## config.mk

```make
export PLATFORM = sky130hd
export DESIGN_NAME = polygon_area_perimeter_convexity_top
export DESIGN_NICKNAME = d
export VERILOG_FILES = /design/src/rtl/pap_pkg.sv /design/src/rtl/pap_front.sv /design/src/rtl/pap_div.sv /design/src/rtl/pap_back.sv /design/src/rtl/polygon_area_perimeter_convexity_top.sv
export SDC_FILE = /design/constraint.sdc
export NUM_CORES = 2
export LEC_CHECK = 0
export ABC_AREA = 1
export BUFFER_PORTS_ARGS = -buffer_cell sky130_fd_sc_hd__buf_2
export CAP_MARGIN = 20
export CORE_MARGIN = 2
export CORE_UTILIZATION = 55
export DETAILED_ROUTE_END_ITERATION = 8
export GPL_ROUTABILITY_DRIVEN = 0
export PLACE_DENSITY = 0.78
export SKIP_LAST_GASP = 1
export SYNTH_ARGS = -nofsm -noshare
export SYNTH_HDL_FRONTEND = slang
export SYNTH_SLANG_ARGS = --single-unit
```

## constraint.sdc

```tcl
create_clock -name clk -period 15.6 [get_ports clk]
set_input_delay 2.34 -clock clk [delete_from_list [all_inputs] [get_ports clk]]
set_output_delay 2.34 -clock clk [all_outputs]
set_load 0.01 [all_outputs]
```

## src/rtl/pap_pkg.sv

```systemverilog
package pap_pkg;

	localparam int COORD_BITS   = 16;
	localparam int MAX_VERTICES = 256;
	localparam int AREA_BITS    = 40;
	localparam int PERIM_BITS   = 25;
	localparam int QUEUE_DEPTH  = 4;

	typedef struct packed {
		logic signed [COORD_BITS-1:0] x;
		logic signed [COORD_BITS-1:0] y;
		logic                         last;
	} vtx_t;

	typedef struct packed {
		logic [AREA_BITS-1:0]         double_area;
		logic [PERIM_BITS-1:0]        perimeter;
		logic signed [COORD_BITS-1:0] centroid_x;
		logic signed [COORD_BITS-1:0] centroid_y;
		logic                         convex;
		logic                         degenerate;
		logic                         overflow;
	} result_t;

	typedef enum logic [2:0] {
		ST_IDLE,
		ST_EDGE,
		ST_SQRT,
		ST_TRI,
		ST_AFTER,
		ST_FIN,
		ST_DIV,
		ST_OUT
	} back_state_t;

	// closing phase of the polygon
	typedef enum logic [1:0] {
		CL_NONE,
		CL_TRI_A,
		CL_TRI_B
	} close_t;

endpackage

```

## src/rtl/pap_front.sv

```systemverilog
module pap_front #(
	parameter int DEPTH = pap_pkg::QUEUE_DEPTH
) (
	input  logic          clk,
	input  logic          arst_n,
	input  logic          in_valid,
	output logic          in_ready,
	input  pap_pkg::vtx_t in_item,
	output logic          out_valid,
	input  logic          out_ready,
	output pap_pkg::vtx_t out_item
);

	localparam int PW = (DEPTH > 1) ? $clog2(DEPTH) : 1;
	localparam int CW = $clog2(DEPTH + 1);

	pap_pkg::vtx_t   mem_q [DEPTH];
	logic [PW-1:0]   wr_ptr_q, rd_ptr_q;
	logic [CW-1:0]   fill_q;
	logic            push, pop;

	assign in_ready  = (fill_q != CW'(DEPTH));
	assign out_valid = (fill_q != '0);
	assign push      = in_valid && in_ready;
	assign pop       = out_valid && out_ready;
	assign out_item  = mem_q[rd_ptr_q];

	always_ff @(posedge clk) begin
		if (push) begin
			mem_q[wr_ptr_q] <= in_item;
		end
	end

	always_ff @(posedge clk or negedge arst_n) begin
		if (!arst_n) begin
			wr_ptr_q <= '0;
			rd_ptr_q <= '0;
			fill_q   <= '0;
		end else begin
			if (push) begin
				wr_ptr_q <= (wr_ptr_q == PW'(DEPTH - 1)) ? '0 : wr_ptr_q + 1'b1;
			end
			if (pop) begin
				rd_ptr_q <= (rd_ptr_q == PW'(DEPTH - 1)) ? '0 : rd_ptr_q + 1'b1;
			end
			if (push && !pop) begin
				fill_q <= fill_q + 1'b1;
			end else if (pop && !push) begin
				fill_q <= fill_q - 1'b1;
			end
		end
	end

endmodule

```

## src/rtl/pap_div.sv

```systemverilog
module pap_div #(
	parameter int W  = 25,
	parameter int NW = 9
) (
	input  logic                clk,
	input  logic                arst_n,
	input  logic                start,
	input  logic signed [W-1:0] dividend,
	input  logic [NW-1:0]       divisor,
	output logic                done,
	output logic signed [W-1:0] quotient
);

	localparam int KW = $clog2(W + 1);

	logic [W-1:0]  mag_q;
	logic [NW:0]   rem_q;
	logic [KW-1:0] cnt_q;
	logic          busy_q, done_q, neg_q;
	logic [NW:0]   rem_sh;
	logic          fits;

	assign rem_sh   = {rem_q[NW-1:0], mag_q[W-1]};
	assign fits     = (rem_sh >= {1'b0, divisor});
	assign done     = done_q;
	assign quotient = neg_q ? -$signed(mag_q) : $signed(mag_q);

	always_ff @(posedge clk or negedge arst_n) begin
		if (!arst_n) begin
			busy_q <= 1'b0;
			done_q <= 1'b0;
			cnt_q  <= '0;
			neg_q  <= 1'b0;
		end else if (start) begin
			busy_q <= 1'b1;
			done_q <= 1'b0;
			cnt_q  <= KW'(W);
			neg_q  <= dividend[W-1];
		end else if (busy_q) begin
			cnt_q <= cnt_q - 1'b1;
			if (cnt_q == KW'(1)) begin
				busy_q <= 1'b0;
				done_q <= 1'b1;
			end
		end
	end

	// restoring division, one quotient bit a cycle
	always_ff @(posedge clk) begin
		if (start) begin
			mag_q <= dividend[W-1] ? W'(-dividend) : W'(dividend);
			rem_q <= '0;
		end else if (busy_q) begin
			mag_q <= {mag_q[W-2:0], fits};
			rem_q <= fits ? rem_sh - {1'b0, divisor} : rem_sh;
		end
	end

endmodule

```

## src/rtl/pap_back.sv

```systemverilog
module pap_back #(
	parameter int MAX_VERTICES = pap_pkg::MAX_VERTICES
) (
	input  logic             clk,
	input  logic             arst_n,
	input  logic             in_valid,
	output logic             in_pop,
	input  pap_pkg::vtx_t    in_item,
	output logic             out_valid,
	input  logic             out_ready,
	output pap_pkg::result_t out_res
);

	localparam int CB   = pap_pkg::COORD_BITS;
	localparam int CW   = $clog2(MAX_VERTICES + 1);
	localparam int DW   = CB + 1;
	localparam int PW   = 2 * DW;
	localparam int ZW   = PW + 1;
	localparam int SW   = CB + CW;
	localparam int AW0  = 2 * CB + CW + 2;
	localparam int AW   = (AW0 > pap_pkg::AREA_BITS + 1) ? AW0 : pap_pkg::AREA_BITS + 1;
	localparam int EB   = pap_pkg::PERIM_BITS;

	pap_pkg::back_state_t state_q, state_d;

	logic signed [CB-1:0] first_x_q, first_y_q, second_x_q, second_y_q;
	logic signed [CB-1:0] prev_x_q, prev_y_q, older_x_q, older_y_q;
	logic signed [CB-1:0] ea_x_q, ea_y_q, eb_x_q, eb_y_q;
	logic signed [CB-1:0] ta_x_q, ta_y_q, tb_x_q, tb_y_q, tc_x_q, tc_y_q;
	logic signed [AW-1:0] area_q;
	logic [EB-1:0]        edge_q;
	logic signed [SW-1:0] sum_x_q, sum_y_q;
	logic [CW-1:0]        cnt_q;
	logic                 fsign_q, mism_q, over_q, last_q, pend_tri_q, tri_first_q;
	pap_pkg::close_t      close_q;
	logic [2:0]           mcnt_q;
	logic signed [PW-1:0] prod_q, prod;
	logic [PW-1:0]        sq_q, rem_q, root_q, bit_q, trial;
	logic signed [ZW-1:0] z_q, zf;
	logic signed [DW-1:0] mul_a, mul_b;
	logic                 out_valid_q, out_free, div_start, div_done_x, div_done_y;
	logic signed [SW-1:0] quo_x, quo_y;
	logic [AW-1:0]        area_mag;
	logic [EB:0]          edge_sum;
	pap_pkg::result_t     res_q, res_d;

	function automatic logic signed [DW-1:0] ext(input logic signed [CB-1:0] v);
		ext = {v[CB-1], v};
	endfunction

	function automatic logic signed [AW-1:0] ext_a(input logic signed [PW-1:0] v);
		ext_a = {{(AW - PW){v[PW-1]}}, v};
	endfunction

	assign out_free  = !out_valid_q || out_ready;
	assign out_valid = out_valid_q;
	assign out_res   = res_q;
	assign prod      = mul_a * mul_b;
	assign trial     = root_q + bit_q;
	assign zf        = z_q - {prod_q[PW-1], prod_q};
	assign area_mag  = area_q[AW-1] ? AW'(-area_q) : AW'(area_q);
	assign edge_sum  = {1'b0, edge_q} + (EB + 1)'(root_q);
	assign div_start = (state_q == pap_pkg::ST_FIN) && !over_q && (cnt_q >= CW'(3));

	pap_div #(.W(SW), .NW(CW)) u_div_x (
		.clk(clk), .arst_n(arst_n), .start(div_start), .dividend(sum_x_q),
		.divisor(cnt_q), .done(div_done_x), .quotient(quo_x)
	);

	pap_div #(.W(SW), .NW(CW)) u_div_y (
		.clk(clk), .arst_n(arst_n), .start(div_start), .dividend(sum_y_q),
		.divisor(cnt_q), .done(div_done_y), .quotient(quo_y)
	);

	// shared multiplier operands
	always_comb begin
		mul_a = '0;
		mul_b = '0;
		case (state_q)
			pap_pkg::ST_EDGE: begin
				case (mcnt_q)
					3'd0: begin
						mul_a = ext(eb_x_q) - ext(ea_x_q);
						mul_b = mul_a;
					end
					3'd1: begin
						mul_a = ext(eb_y_q) - ext(ea_y_q);
						mul_b = mul_a;
					end
					3'd2: begin
						mul_a = ext(ea_x_q);
						mul_b = ext(eb_y_q);
					end
					default: begin
						mul_a = ext(ea_y_q);
						mul_b = ext(eb_x_q);
					end
				endcase
			end
			pap_pkg::ST_TRI: begin
				if (mcnt_q == 3'd0) begin
					mul_a = ext(tc_x_q) - ext(tb_x_q);
					mul_b = ext(ta_y_q) - ext(tb_y_q);
				end else begin
					mul_a = ext(tc_y_q) - ext(tb_y_q);
					mul_b = ext(ta_x_q) - ext(tb_x_q);
				end
			end
			default: ;
		endcase
	end

	always_comb begin
		res_d = '0;
		if (over_q) begin
			res_d.overflow = 1'b1;
		end else if (cnt_q < CW'(3)) begin
			res_d.degenerate = 1'b1;
		end else begin
			res_d.double_area = (area_mag[AW-1:pap_pkg::AREA_BITS] != '0) ?
				'1 : area_mag[pap_pkg::AREA_BITS-1:0];
			res_d.perimeter   = edge_q;
			res_d.centroid_x  = quo_x[CB-1:0];
			res_d.centroid_y  = quo_y[CB-1:0];
			res_d.convex      = !mism_q;
		end
	end

	always_comb begin
		state_d = state_q;
		in_pop  = 1'b0;
		case (state_q)
			pap_pkg::ST_IDLE: begin
				if (in_valid) begin
					in_pop = 1'b1;
					if (cnt_q >= CW'(MAX_VERTICES) || cnt_q == '0) begin
						state_d = pap_pkg::ST_AFTER;
					end else begin
						state_d = pap_pkg::ST_EDGE;
					end
				end
			end
			pap_pkg::ST_EDGE: begin
				if (mcnt_q == 3'd4) begin
					state_d = pap_pkg::ST_SQRT;
				end
			end
			pap_pkg::ST_SQRT: begin
				if (bit_q == '0) begin
					state_d = pend_tri_q ? pap_pkg::ST_TRI : pap_pkg::ST_AFTER;
				end
			end
			pap_pkg::ST_TRI: begin
				if (mcnt_q == 3'd2) begin
					case (close_q)
						pap_pkg::CL_TRI_A: state_d = pap_pkg::ST_TRI;
						pap_pkg::CL_TRI_B: state_d = pap_pkg::ST_DIV;
						default:           state_d = pap_pkg::ST_AFTER;
					endcase
				end
			end
			pap_pkg::ST_AFTER: begin
				state_d = last_q ? pap_pkg::ST_FIN : pap_pkg::ST_IDLE;
			end
			pap_pkg::ST_FIN: begin
				state_d = div_start ? pap_pkg::ST_EDGE : pap_pkg::ST_OUT;
			end
			pap_pkg::ST_DIV: begin
				if (div_done_x && div_done_y) begin
					state_d = pap_pkg::ST_OUT;
				end
			end
			pap_pkg::ST_OUT: begin
				if (out_free) begin
					state_d = pap_pkg::ST_IDLE;
				end
			end
			default: state_d = pap_pkg::ST_IDLE;
		endcase
	end

	always_ff @(posedge clk or negedge arst_n) begin
		if (!arst_n) begin
			state_q <= pap_pkg::ST_IDLE;
		end else begin
			state_q <= state_d;
		end
	end

	always_ff @(posedge clk) begin
		prod_q <= prod;
	end

	always_ff @(posedge clk or negedge arst_n) begin
		if (!arst_n) begin
			first_x_q   <= '0;
			first_y_q   <= '0;
			second_x_q  <= '0;
			second_y_q  <= '0;
			prev_x_q    <= '0;
			prev_y_q    <= '0;
			older_x_q   <= '0;
			older_y_q   <= '0;
			area_q      <= '0;
			edge_q      <= '0;
			sum_x_q     <= '0;
			sum_y_q     <= '0;
			cnt_q       <= '0;
			fsign_q     <= 1'b0;
			mism_q      <= 1'b0;
			over_q      <= 1'b0;
			last_q      <= 1'b0;
			pend_tri_q  <= 1'b0;
			tri_first_q <= 1'b0;
			close_q     <= pap_pkg::CL_NONE;
			mcnt_q      <= '0;
			out_valid_q <= 1'b0;
			res_q       <= '0;
			ea_x_q      <= '0;
			ea_y_q      <= '0;
			eb_x_q      <= '0;
			eb_y_q      <= '0;
			ta_x_q      <= '0;
			ta_y_q      <= '0;
			tb_x_q      <= '0;
			tb_y_q      <= '0;
			tc_x_q      <= '0;
			tc_y_q      <= '0;
			sq_q        <= '0;
			rem_q       <= '0;
			root_q      <= '0;
			bit_q       <= '0;
			z_q         <= '0;
		end else begin
			if (out_valid_q && out_ready && state_q != pap_pkg::ST_OUT) begin
				out_valid_q <= 1'b0;
			end
			case (state_q)
				pap_pkg::ST_IDLE: begin
					if (in_valid) begin
						last_q <= in_item.last;
						mcnt_q <= '0;
						if (cnt_q >= CW'(MAX_VERTICES)) begin
							over_q <= 1'b1;
						end else begin
							if (cnt_q == '0) begin
								first_x_q <= in_item.x;
								first_y_q <= in_item.y;
							end
							if (cnt_q == CW'(1)) begin
								second_x_q <= in_item.x;
								second_y_q <= in_item.y;
							end
							ea_x_q      <= prev_x_q;
							ea_y_q      <= prev_y_q;
							eb_x_q      <= in_item.x;
							eb_y_q      <= in_item.y;
							ta_x_q      <= older_x_q;
							ta_y_q      <= older_y_q;
							tb_x_q      <= prev_x_q;
							tb_y_q      <= prev_y_q;
							tc_x_q      <= in_item.x;
							tc_y_q      <= in_item.y;
							pend_tri_q  <= (cnt_q >= CW'(2));
							tri_first_q <= (cnt_q == CW'(2));
							sum_x_q     <= sum_x_q + SW'(in_item.x);
							sum_y_q     <= sum_y_q + SW'(in_item.y);
							older_x_q   <= prev_x_q;
							older_y_q   <= prev_y_q;
							prev_x_q    <= in_item.x;
							prev_y_q    <= in_item.y;
							cnt_q       <= cnt_q + 1'b1;
						end
					end
				end
				pap_pkg::ST_EDGE: begin
					mcnt_q <= (mcnt_q == 3'd4) ? '0 : mcnt_q + 1'b1;
					case (mcnt_q)
						3'd1: sq_q   <= prod_q;
						3'd2: sq_q   <= sq_q + prod_q;
						3'd3: area_q <= area_q + ext_a(prod_q);
						3'd4: begin
							area_q <= area_q - ext_a(prod_q);
							rem_q  <= sq_q;
							root_q <= '0;
							bit_q  <= PW'(1) << (2 * CB);
						end
						default: ;
					endcase
				end
				pap_pkg::ST_SQRT: begin
					if (bit_q == '0) begin
						edge_q <= edge_sum[EB] ? '1 : edge_sum[EB-1:0];
					end else begin
						if (rem_q >= trial) begin
							rem_q  <= rem_q - trial;
							root_q <= (root_q >> 1) + bit_q;
						end else begin
							root_q <= root_q >> 1;
						end
						bit_q <= bit_q >> 2;
					end
				end
				pap_pkg::ST_TRI: begin
					mcnt_q <= (mcnt_q == 3'd2) ? '0 : mcnt_q + 1'b1;
					if (mcnt_q == 3'd1) begin
						z_q <= {prod_q[PW-1], prod_q};
					end else if (mcnt_q == 3'd2) begin
						if (tri_first_q) begin
							fsign_q <= (zf > 0);
						end else if ((zf > 0) != fsign_q) begin
							mism_q <= 1'b1;
						end
						if (close_q == pap_pkg::CL_TRI_A) begin
							// wrap-around triple: last, first, second
							ta_x_q  <= prev_x_q;
							ta_y_q  <= prev_y_q;
							tb_x_q  <= first_x_q;
							tb_y_q  <= first_y_q;
							tc_x_q  <= second_x_q;
							tc_y_q  <= second_y_q;
							close_q <= pap_pkg::CL_TRI_B;
						end
					end
				end
				pap_pkg::ST_FIN: begin
					mcnt_q <= '0;
					if (div_start) begin
						ea_x_q      <= prev_x_q;
						ea_y_q      <= prev_y_q;
						eb_x_q      <= first_x_q;
						eb_y_q      <= first_y_q;
						ta_x_q      <= older_x_q;
						ta_y_q      <= older_y_q;
						tb_x_q      <= prev_x_q;
						tb_y_q      <= prev_y_q;
						tc_x_q      <= first_x_q;
						tc_y_q      <= first_y_q;
						pend_tri_q  <= 1'b1;
						tri_first_q <= 1'b0;
						close_q     <= pap_pkg::CL_TRI_A;
					end
				end
				pap_pkg::ST_OUT: begin
					if (out_free) begin
						out_valid_q <= 1'b1;
						res_q       <= res_d;
						first_x_q   <= '0;
						first_y_q   <= '0;
						second_x_q  <= '0;
						second_y_q  <= '0;
						prev_x_q    <= '0;
						prev_y_q    <= '0;
						older_x_q   <= '0;
						older_y_q   <= '0;
						area_q      <= '0;
						edge_q      <= '0;
						sum_x_q     <= '0;
						sum_y_q     <= '0;
						cnt_q       <= '0;
						fsign_q     <= 1'b0;
						mism_q      <= 1'b0;
						over_q      <= 1'b0;
						last_q      <= 1'b0;
						pend_tri_q  <= 1'b0;
						close_q     <= pap_pkg::CL_NONE;
					end
				end
				default: ;
			endcase
		end
	end

endmodule

```

## src/rtl/polygon_area_perimeter_convexity_top.sv

```systemverilog
// channel | dir | tdata (low bit up)                              | tuser / tlast
// s_      | in  | vertex_x[15:0], vertex_y[31:16]                 | tlast = last_vertex
// m_      | out | double_area, perimeter, centroid_x/y, convex    | degenerate, overflow
//
// Vertices queue up in a small FIFO; the back end takes one at a time.
// The first vertex is only stored; each later one runs an edge step on the shared
// multiplier and the edge square root, and from the third on also a cross product.
// With three or more vertices the last one then adds a closing edge and two cross
// products while the centroid dividers run alongside. Asynchronous active-low reset
// clears control and accumulator state, not FIFO storage; a stalled result holds in
// the output register while the back end waits, and the input keeps filling the FIFO.
module polygon_area_perimeter_convexity_top #(
	parameter int MAX_VERTICES = pap_pkg::MAX_VERTICES
) (
	input  logic         clk,
	input  logic         arst_n,
	input  logic         s_tvalid,
	output logic         s_tready,
	input  logic [31:0]  s_tdata,  // vertex_x[15:0], vertex_y[31:16]
	input  logic         s_tlast,
	output logic         m_tvalid,
	input  logic         m_tready,
	// double_area[39:0], perimeter[64:40], centroid_x[80:65], centroid_y[96:81],
	// convex[97], zero fill
	output logic [103:0] m_tdata,
	output logic [1:0]   m_tuser   // degenerate[0], overflow[1]
);

	pap_pkg::vtx_t    in_item, q_item;
	pap_pkg::result_t res;
	logic             q_valid, q_pop;

	assign in_item.x    = s_tdata[15:0];
	assign in_item.y    = s_tdata[31:16];
	assign in_item.last = s_tlast;

	pap_front #(.DEPTH(pap_pkg::QUEUE_DEPTH)) u_front (
		.clk(clk), .arst_n(arst_n),
		.in_valid(s_tvalid), .in_ready(s_tready), .in_item(in_item),
		.out_valid(q_valid), .out_ready(q_pop), .out_item(q_item)
	);

	pap_back #(.MAX_VERTICES(MAX_VERTICES)) u_back (
		.clk(clk), .arst_n(arst_n),
		.in_valid(q_valid), .in_pop(q_pop), .in_item(q_item),
		.out_valid(m_tvalid), .out_ready(m_tready), .out_res(res)
	);

	assign m_tdata = {6'b0, res.convex, res.centroid_y, res.centroid_x,
		res.perimeter, res.double_area};
	assign m_tuser = {res.overflow, res.degenerate};

endmodule

```

After elaboration in Yosys (flattened, before gate mapping)
Memories as Yosys holds them, arrays and structs flattened. Index checks and enable logic that the tools add are counted.

Latch bits: 0. Bits in registers: 825. Logic and storage cells: 393. Bits in writable memories: 132. Output and inout bits: 108. Bits in read-only memories: 0. Memories kept: 1.

Memories: u_front.mem_q (words 4, width 33, read ports 1, clocked after memory_dff 0, wr ports 1, RTL line pap_front.sv:17) `pap_pkg::vtx_t mem_q [DEPTH];`.

Equality and inequality tests: 41. Shift operators: 0. Multiplexer cells: 190. Magnitude comparators: 8. Divide/modulo/power cells: 0. Reduce and logical (&&, ||, !) cells: 60. $add $sub $neg: 31. $mul: 1. Bitwise gates (word level): 0.

Operator list (count): two-way mux 16 bit (51); case mux 16 bit (2 select lines) (12); two-way mux 25 bit (13); case mux 16 bit (3 select lines) (6); two-way mux 34 bit (8); case mux 34 bit (2 select lines) (4); case mux 43 bit (2 select lines) (2); case mux 25 bit (2 select lines) (3); case mux 17 bit (3 select lines) (2); subtractor 16 x 16 -> 17 bit (6); two-way mux 99 bit (1); two-way mux 98 bit (1); two-way mux 43 bit (2); adder 34 bit (2); case mux 17 bit (2 select lines) (2); adder 25 x 16 -> 25 bit (2); negator 25 bit (2); two-way mux 3 bit (15); two-way mux 9 bit (5); adder 43 x 34 -> 43 bit (1); negator 43 bit (1); subtractor 43 x 34 -> 43 bit (1); two-way mux 40 bit (1); two-way mux 1 bit (38); 56 further kinds (150).

Depth between registers and ports, before layout
Word-level depth: 8. Gate-level depth with buffers: 46. Mapped depth without buffers: 45.

By module
Synthesis repeated with hierarchy kept, for this count alone.

Cell total of the unflattened synthesis: 10027. Area total of the unflattened synthesis: 75253.4 sq um.

Modules (own cells, without submodules): pap_back (area each 61826.8 sq um, cells an instance 8444, times used 1); pap_div (area each 3722.3 sq um, cells an instance 566, times used 2); pap_front (area each 5933.2 sq um, cells an instance 444, times used 1); polygon_area_perimeter_convexity_top (area each 48.8 sq um, cells an instance 7, times used 1).

Worst setup path before layout
Ideal clock, no wire load.

Path type: register to register. Start: register u_back.tc_y_q[0]. End: register u_back.prod_q[33]. Clock period less this slack: 7.183 ns. Arrival: 7.061 ns. Cell stages (with the launch flop): 45. Setup slack: 8.417 ns. Setup time: 0.121 ns. Data required time: 15.479 ns. Path through: dfrtp_1 inv_1 ha_1 inv_1 fa_1 nand3_1 nand2_1 nand2_1 nand2_1 a21oi_1 o21ai_1 inv_1 nor2_1 nor2_2 o21ai_1 nand2_1 inv_1 o21ai_0 [9 not listed] fa_1 inv_1 fa_1 ha_1 nand2_1 inv_1 a21oi_1 nand2_1 a31oi_1 o21bai_1 a21o_1 nand2_1 nand2_1 nand2_1 nand2_1 nand2_1 nand2_1 xor2_1.

Cells in the longest elaborated chain, start to end: 4.

RTL lines: start, declared (RTL line pap_back.sv:29) `logic signed [CB-1:0] ta_x_q, ta_y_q, tb_x_q, tb_y_q, tc_x_q, tc_y_q;`; start signal, assigned (RTL line pap_back.sv:263) `tc_y_q <= in_item.y;`; start signal, assigned (RTL line pap_back.sv:321) `tc_y_q <= second_y_q;`; start signal, assigned (RTL line pap_back.sv:338) `tc_y_q <= first_y_q;`; subtractor 16 x 16 -> 17 bit (RTL line pap_back.sv:105) `mul_a = ext(tc_y_q) - ext(tb_y_q);`; two-way mux 17 bit (RTL line pap_back.sv:101) `if (mcnt_q == 3'd0) begin`; case mux 17 bit (2 select lines) (RTL line pap_back.sv:79) `case (state_q)`; multiplier 17 x 17 -> 34 bit (RTL line pap_back.sv:58) `assign prod = mul_a * mul_b;`; net u_back.prod[33] (RTL line pap_back.sv:37) `logic signed [PW-1:0] prod_q, prod;`; end signal, assigned (RTL line pap_back.sv:191) `prod_q <= prod;`; end, declared (RTL line pap_back.sv:37).

The timed path passes the listed nets, and every way through them passes these cells. A chain may end at the register's enable or synchronous reset.

Final worst setup path
Start: register u_back.mcnt_q[0]. End: register u_back.prod_q[28].

Cells in the longest elaborated chain, start to end: 4. Elaborated cells on any way between the ends: 10.

RTL lines: start, declared (RTL line pap_back.sv:36) `logic [2:0] mcnt_q;`; start signal, assigned (RTL line pap_back.sv:277) `mcnt_q <= (mcnt_q == 3'd4) ? '0 : mcnt_q + 1'b1;`; start signal, assigned (RTL line pap_back.sv:305) `mcnt_q <= (mcnt_q == 3'd2) ? '0 : mcnt_q + 1'b1;`; equality test 3 x 2 -> 1 bit (tied with other cells) (RTL line pap_back.sv:81) `case (mcnt_q)`; case mux 17 bit (3 select lines) / two-way mux 17 bit (equally long branches) (RTL line pap_back.sv:81, pap_back.sv:101); case mux 17 bit (2 select lines) (RTL line pap_back.sv:79); multiplier 17 x 17 -> 34 bit (*) (RTL line pap_back.sv:58); net u_back.prod[28] (RTL line pap_back.sv:37).

Mark *: on every way through the listed nets, which the timed path passes. The rest lies on a longest branch.

==> results.md <==
* Initial antenna violation count at 5
* Hold depth at 2
* Dpl cells at 11,049
* Layout area overhead at 8.04%
* Worst R2R End: u_back.prod_q[28]$_DFF_P_
* EDFF count, synth at 182
* Vias per inst at 5.82
* Vias in the first global route at 63,532
* Layout cells sized above 1 at 6.18%
* Hold Path End: u_back.out_res[92]$_DFFE_PN0P_
* Routed WL per cell at 18.4 microns
* Post-synth top cells: nand2_1 (2,155), inv_1 (1,393), o21ai_0 (880)
* Critical path arrival at 9.93 ns
* CTS tree: yes
* CP Class: flop to flop
* Worst-Skew Late Latency at 0.76 ns
* Area contributors post-synth: dfrtp_1 (24%), nand2_1 (11%), fa_1 (8.6%)
* Crit-path max FO at 40
* Detailed Routing Iterations Pass 1 at 9
* Area occupied by multi-input gates at 42,100 sq um
* Final hold violations at 0
* Final non-filler cell total at 11,240
* CP required at 16.19 ns
* Register bit total from synthesis at 940
* Post-Syn Instances at 9,386
* Slew @ Worst Pin at 1.15 ns
* Unique masters post-synth at 74
* CP max stage cell: nand2_1
* Total negative slack at 0 ns
* Fmax at 107 MHz
* Largest net degree at the start of global routing at 141
* Ports at 145
* Cell with the most instances after synthesis: nand2_1
* Setup crit start kind: flop
* Clk sink count at 940
* Ys async rst share at 75.1%
* Placed cell areas at 74,900 sq um
* Die ar. at 135,000 sq um
* First-pass GRT wire length at 332 mm
* Crit path capture type: flop
* Setup slack, reg-to-reg at 6.26 ns
* Die Ht at 368 microns
* Synth warn at 0
* Root buf cell: clkbuf_16
* Worst Hold Class: flop to flop
* Post-CTS sizing at 0
* Overall routing resource usage at 30.3%
* Core area at 131,000 sq um
* Clk buf depth at 3
* # DRC at 0
* Initial core utilization at 55.4%
* Clock Pin Slew Worst Setup and Hold Paths at 0.06 ns
* Cell mode on critical path: nand2_1
* Die Wd at 368 microns
* Final period util at 59.8%
* Final net count at 10,228
* CTS Hold Bufs at 0
* Worst hold margin at 0.469 ns
* Grt ovf at 0
* Worst reg2reg path depth at 33
* Hold path startpoint: u_back.out_res[92]$_DFFE_PN0P_
* DRT Wirelength at 207 mm
* Ys flop type: dfrtp_1
* Finished layout cell area at 78,600 sq um
* Critical Path Max Stage Delay at 0.79 ns
* H-tree Lvls at 3
* DR vias at 65,373
* Area leader, netlist: dfrtp_1
* FILL cells at 11,320
* ANT nets after route at 0
* Mapped Area at 72,700 sq um
* Maximum capacitance violations at 0
* Final Critical Period at 9.34 ns
* Seq/Total Area, Yosys at 33.2%
* DP Wirelength at 155 mm
* Max-slew headroom at 23.4%
* IO buf count at 138
* Unrepaired setup endpoints after global routing: no
* Reg2Reg Launch Point: u_back.mcnt_q[0]$_DFFE_PN0P_
* Final setup fails at 0
* Storage cell area at 24,200 sq um
* Max Slew Vio Count at 0
* Post-CTS setup buffer count at 0
* Top cell type's share of synthesized area at 24.3%
* Post-Route Skew at 0.0619 ns
* Mapped Avg Cell Area at 7.75 sq um
* Initial detailed-routing violation count at 6,955
* CTS buffer count at 102
* Rows at 133
* Outcome: complete, no violations
-- through the flow --
stage               util [%]  worst slack (ns)
floorplan                  -              8.42
global placement        57.0              6.94
detailed placement      57.1              6.62
CTS                     59.8              6.60
global route            59.8              5.92
finish                  59.8              6.26
-- logic make-up after synthesis --
family                   count (synthesis)  share of synthesized area, %
AO/OA/AOI/OAI                         2056                          15.9
multiplexers                           118                          1.88
other                                    1                       0.00516
adder cells (fa/ha/maj)                789                          16.8
AND/OR/NAND/NOR                       3447                          19.2
XOR/XNOR                               332                          4.00
buffers and inverters                 1703                          9.01
flip-flops                             940                          33.2
-- flip-flops by register name (all words and copies together), names as in the netlist, 34 cells and up --
name	cells
u_back.area_q	43
u_back.out_res	100
u_back.prod_q	34
u_back.rem_q	34
u_back.root_q	34
u_back.sq_q	34
u_back.z_q	34
u_front.mem_q	132
-- placed cells by master (no fill, tap or decap), drive strengths merged, types with 40 or more instances in the layout --
| cell | count |
|---|---|
| nand3 | 313 |
| mux2 | 118 |
| a31oi | 70 |
| xor2 | 245 |
| o21ai | 916 |
| edfxtp | 182 |
| ha | 476 |
| nor2 | 728 |
| dfrtp | 706 |
| dfxtp | 52 |
| nand2 | 2161 |
| inv | 1410 |
| nor3 | 68 |
| o22ai | 97 |
| xnor2 | 87 |
| nor4 | 40 |
| o221ai | 47 |
| a21oi | 650 |
| nand4 | 66 |
| fa | 313 |
| a211oi | 41 |
| clkbuf | 126 |
| buf | 199 |
-- worst max-delay path by stage --
stage	start	to	slack (ns)	cells past startpoint
6_report	u_back.mcnt_q[0]$_DFFE_PN0P_	u_back.prod_q[28]$_DFF_P_	6.26	33
3_3_place_gp	u_back.mcnt_q[0]$_DFFE_PN0P_	u_back.prod_q[28]$_DFF_P_	6.94	33
5_1_grt	u_back.mcnt_q[1]$_DFFE_PN0P_	u_back.prod_q[31]$_DFF_P_	5.92	36
4_1_cts	u_back.mcnt_q[0]$_DFFE_PN0P_	u_back.prod_q[28]$_DFF_P_	6.60	33
2_1_floorplan	u_back.tc_y_q[0]$_DFFE_PN0P_	u_back.prod_q[33]$_DFF_P_	8.42	44
3_5_place_dp	u_back.mcnt_q[0]$_DFFE_PN0P_	u_back.prod_q[28]$_DFF_P_	6.62	33
-- critical path, delay by kind of cell, from the launching register on --
kind / cells / cell delay, ns
simple gates: 8 / 1.77
fa+ha+maj: 8 / 3.25
xor+xnor: 1 / 0.15
flops: 1 / 0.42
compound gates: 8 / 1.84
buf+inv: 8 / 1.71
-- layer usage --
layer	vias up	part of all wire [%]	routed length, microns	global-route usage, %
met1	30965	40	82900	39.3
met3	675	9.1	18900	5.66
li1	30760	-	-	-
met2	2969	45	94100	48.9
met4	4	5.4	11300	14.2
met5	-	0.012	25	0
-- layout make-up --
| type | instances | area share [%] |
|---|---|---|
| Sequential cell | 940 | 30.8 |
| Multi-Input combinational cell | 6748 | 53.6 |
| Inverter | 1411 | 6.75 |
| Clock buffer | 126 | 3.50 |
| Antenna cell | 2 | 0.00637 |
| Timing Repair Buffer | 199 | 1.60 |
| Clock inverter | 59 | 1.01 |
| Tap cell | 1755 | 2.79 |
Power is not shown: default switching activity piles up to over one toggle a cycle in this logic, so the estimate is an artifact.
